--- config.mk ---
export PLATFORM = sky130hd
export DESIGN_NAME = cpa_ram
export DESIGN_NICKNAME = d
export VERILOG_FILES = /design/src/sv/cell_pool_allocator_macros.svh /design/src/sv/cpa_ram.sv
export SDC_FILE = /design/constraint.sdc
export NUM_CORES = 1
export LEC_CHECK = 0
export BUFFER_PORTS_ARGS = -buffer_cell sky130_fd_sc_hd__buf_2
export CAP_MARGIN = 20
export CORE_ASPECT_RATIO = 1.2
export CORE_MARGIN = 5
export CORE_UTILIZATION = 42
export DETAILED_ROUTE_END_ITERATION = 16
export PLACE_DENSITY = 0.59
export REMOVE_ABC_BUFFERS = 1
export SETUP_SLACK_MARGIN = 0.5
export SLEW_MARGIN = 10
export SYNTH_ARGS = -nofsm -noshare
export SYNTH_HDL_FRONTEND = slang
export SYNTH_SLANG_ARGS = --single-unit
export TNS_END_PERCENT = 5
--- constraint.sdc ---
create_clock -name clk_i -period 1.7 [get_ports clk_i]
set_clock_uncertainty 0.1 [all_clocks]
set_input_delay 0.17 -clock clk_i [delete_from_list [all_inputs] [get_ports clk_i]]
set_output_delay 0.17 -clock clk_i [all_outputs]
set_load 0.01 [all_outputs]
--- src/sv/cell_pool_allocator_macros.svh ---
// assertion macros for the cell pool allocator
// no dependencies; included by modules that carry assertions
`ifndef CELL_POOL_ALLOCATOR_MACROS_SVH
`define CELL_POOL_ALLOCATOR_MACROS_SVH
`ifndef ASSERT_OFF
`define CPA_ASSERT(label, cond, msg) \
  label: assert property (@(posedge clk_i) disable iff (!rst_ni) (cond)) else $error(msg);
`define CPA_ASSERT_IMP(label, ante, cons, msg) \
  label: assert property (@(posedge clk_i) disable iff (!rst_ni) (ante) |=> (cons)) \
    else $error(msg);
`else
`define CPA_ASSERT(label, cond, msg)
`define CPA_ASSERT_IMP(label, ante, cons, msg)
`endif
`endif

--- src/sv/cpa_ram.sv ---
// generic single-write, single-read ram with registered read data
// no dependencies
`default_nettype none
module cpa_ram #(
  parameter int Width = 8,
  parameter int Depth = 16
) (
  input  wire logic                     clk_i,
  input  wire logic                     we_i,
  input  wire logic [$clog2(Depth)-1:0] waddr_i,
  input  wire logic [Width-1:0]         wdata_i,
  input  wire logic [$clog2(Depth)-1:0] raddr_i,
  output logic      [Width-1:0]         rdata_o
);
  logic [Width-1:0] mem [Depth];

  always_ff @(posedge clk_i) begin
    if (we_i) begin
      mem[waddr_i] <= wdata_i;
    end
    rdata_o <= mem[raddr_i];
  end
endmodule
`default_nettype wire

==> After elaboration in Yosys (flattened, before gate mapping) <==
Memories as Yosys holds them, arrays and structs flattened. A register that Yosys moved wholly into a read port is not among the register bits.
Index checks and enable logic that the tools add are counted.
{ "op_classes": {"mux": 2} }
{ "op_table": {"columns": ["cell", "n"], "rows": [
  ["$mux W1", 2]
]} }
{ "totals": {"regBits": 0, "output_inout_bits": 8, "n_memories": 1, "mem_bits_rw": 128, "word_cells": 3} }
{ "mem_list": {"columns": ["name", "words", "width", "rd", "rd_ports_with_merged_regs", "write_ports", "line_no", "rtl"], "rows": [
  ["mem", 16, 8, 1, 1, 1, "cpa_ram.sv:15", "logic [Width-1:0] mem [Depth];"]
]} }

==> Depth between registers and ports, before layout <==
{ "logic_depth": {"word_depth": 2, "mapped_depth": 5, "depth_no_buf": 3} }

==> Least setup slack after synthesis <==
OpenSTA, ideal clock, no wires.
{ "synth_path": {"kind": "input-to-reg", "startpoint": "input port waddr_i[2]", "endpoint": "memory mem[0][0], enable pin", "setup_slack_ns": -0.063, "t_arrival_ns": 1.280, "setup_ns": 0.383, "stages": 2, "path_cell_list": "or3b_2 -> nor3_1"} }
{ "synth_lines": {"columns": ["element", "line_no", "rtl"], "rows": [
  ["from (decl)", "cpa_ram.sv:10", "input wire logic [$clog2(Depth)-1:0] waddr_i,"],
  ["to (decl)", "cpa_ram.sv:15", null]
]} }
Straight into the memory's write port.

==> results.md <==
- Status: finished, final reports clean
- Post-CTS setup buffer count: 0
- Avg Cell Area, Syn: 22.5 sq um
- Crit end category: flop
- Post-Route WL: 10.4 mm
- Post-DRT Antenna Nets: 0
- Share of cells above drive strength 1: 38.0%
- Num Clock Sinks: 136
- Actual slew at the worst max-slew pin: 0.533 ns
- WHS Path Cells: 1
- Core ar.: 12100 sq um
- Vias in the first global route: 2609
- Period minus WS final: 1.39 ns
- Hold Fails Final Rpt: 0
- IO Count: 26
- Critical path startpoint: mem[1][2]
- Initial Util: 42.7%
- Met2 Usage GRT: 23.7%
- HP Class: in2reg
- Die width: 111 um
- R2R Path Start: mem[1][2]
- First-pass GRT wire length: 15.9 mm
- Gr usage total: 14.9%
- Reg2reg end: rdata_o[2]
- CP peak stage delay: 0.52 ns
- Crit path launch type: flop
- Chip height: 131 um
- Synth top area share: 74.7%
- Final slew viol count: 0
- Sw Ratio: 18.4%
- Routing usage on met1: 19.5%
- Synth unique cells: 19
- Fill count: 941
- Post-route design area: 6320 sq um
- Total Power: 8.09 mW
- Die area: 14600 sq um
- Register bit total from synthesis: 136
- Gate Count Post-Synth: 229
- Dpl cells: 435
- Switch Pwr: 1.49 mW
- Crit Path Max Fanout: 1
- Synth Cell Area: 5150 sq um
- Worst R2R Path Depth: 3
- Setup slack at placement: -0.0642 ns
- TritonCTS Buffers: 17
- Finished Layout Cells: 466
- Critical path data arrival time: 1.58 ns
- DP HPWL: 6.84 mm
- MaxCap Viol Count: 0
- Cell with the biggest individual delay on the critical path: mux4_1
- Largest cells by area after synthesis: edfxtp_1 75%, mux4_2 7.9%, mux4_1 7.1%
- Crit path required time: 1.89 ns
- Gpl congestion: 0.717
- Most frequent cell after synthesis: edfxtp_1
- Post-CTS Hold Buffers: 0
- Power per cell area: 1280 nW/um^2
- Root buffer cell: clkbuf_16
- Synth top cells by count: 128 x edfxtp_1, 18 x mux4_2, 16 x a22oi_1, 14 x mux4_1, 13 x nor2_1
- Largest net degree at the start of global routing: 24
- Area leader, netlist: edfxtp_1
- RSZ-0062 raised after global routing: true
- Post-DP Area: 5650 sq um
- Worst vdd ir: 0.000636 V
- Area Overhead vs Synth: 22.7%
- Tcrit/Tclk final: 81.7%
- Internal: 6.60 mW
- Sequential power share: 46.7%
- Detailed-route DRC error count: 0
- Clock transition at path regs: 0.05 ns
- Async SR Flop Fraction: 0%
- Busiest grt layer: met2
- Clock share of power: 48.6%
- H-tree levels: 4
- Routed vias/inst: 5.29
- 1st-iter DRT viols: 214
- CP Class: reg2reg
- Vias: 2465
- Final setup margin: 0.311 ns
- Std-Cell Rows: 44
- Fraction of the yosys area taken by sequential cells: 77.8%
- Worst skew pair latency: 0.40 ns
- Hold_sp: wdata_i[6]
- Antenna violations before repair: 1
- Antenna cells: 0
- R2r setup slk: 0.31 ns
- Finished Core Util: 52.4%
- Hold EP: mem[5][6]
- Synth warn: 0
- Total global routing overflow: 0
- Nets: 311
- I/O Buffers: 25
- Routed len/inst: 22.3 um
- Clk buf depth: 2
- Max transition margin: 64.4%
- Worst-path cell chain: mux4_1, a22oi_2, nand2_1
- Highest Clock Rate: 720 MHz
- Post-synth top flop: edfxtp_1
- Number of synthesized flops with an enable pin: 128
- Iteration count of the initial detailed-routing pass: 4
- CTS tree: yes
- GRT met3 Usage: 4.78%
- Comb pwr share: 4.8%
- Leak pwr: 2.17 nW
- # setup viols final: 0
[stage by stage]
step           TNS [ns]  hold WS (ns)
5_1_grt               0        0.0537
2_1_floorplan    -0.503         0.169
4_1_cts               0        0.0376
6_report              0        0.0524
3_5_place_dp    -0.0642         0.465
3_3_place_gp    -0.0559         0.457
[logic make-up after synthesis]
| family | count (synthesis) | synth area share [%] |
|---|---|---|
| flip-flops | 136 | 77.8 |
| buffers and inverters | 10 | 1.68 |
| multiplexers | 32 | 15.0 |
| AO/OA/AOI/OAI | 16 | 2.33 |
| AND/OR/NAND/NOR | 35 | 3.18 |
[how the worst max path moves through the flow]
stage,slack [ns],endpoint,cells past startpoint
final,0.31,rdata_o[2],3
after global routing,0.28,rdata_o[0],3
after CTS,0.30,rdata_o[0],3
after detailed placement,-0.06,rdata_o[0],5
after global placement,-0.06,rdata_o[0],5
after floorplan,-0.06,mem[0][0],2
[cells in the final DEF, fill, tap and decap left out, types with 3 or more instances in the layout]
cell type    n
a22oi_1      9
buf_12       3
edfxtp_1   128
nand2_1      9
buf_2       25
nor2_1      13
mux4_2      23
dfxtp_1      8
a22oi_2      7
bufinv_16    4
clkbuf_8     6
nor3_1       4
mux4_1       9
clkbuf_16   17
buf_4       27
[cell type report]
| class | instances | area (sq um) | area share, % |
|---|---|---|---|
| multi-input combinational | 83 | 1070 | 17.0 |
| sequential | 136 | 4000 | 63.4 |
| timing repair buffer | 55 | 388 | 6.14 |
| clock buffer | 24 | 512 | 8.10 |
| clock inverter | 7 | 138 | 2.18 |
| tap | 161 | 201 | 3.19 |
[power by group through the flow]
stage | Sequential, mW | Clock [mW] | Combinational [mW]
floorplan | 3.84 | 0 | 0.150
global placement | 3.84 | 0 | 0.370
finish | 3.77 | 3.93 | 0.386
detailed placement | 3.84 | 0 | 0.378
global route | 3.78 | 4.14 | 0.416
CTS | 3.77 | 3.99 | 0.391
[critical path: cells and delay by family, from the launching register on]
kind | cells | cell delay (ns)
AND/OR/NAND/NOR | 1 | 0.07
multiplexers | 1 | 0.52
AO/OA/AOI/OAI | 1 | 0.21
flip-flops | 1 | 0.37
[sequential cells by signal (all words and copies together), names as in the netlist]
| register | cells |
|---|---|
| rdata_o | 8 |
| mem | 128 |
[per-layer routing]
metal	up-vias	share of wire, %
met5	-	0.13
li1	1092	-
met1	1283	43
met4	2	1.2
met3	11	5.6
met2	77	51
[timing repair]
| item | in CTS | in global routing |
|---|---|---|
| gates resized for setup | 10 | 2 |
| setup endpoints to repair | 8 | 17 |
| cloned | 0 | 0 |
| pin swaps | 3 | 2 |
Power figures use the tool's default switching activity.
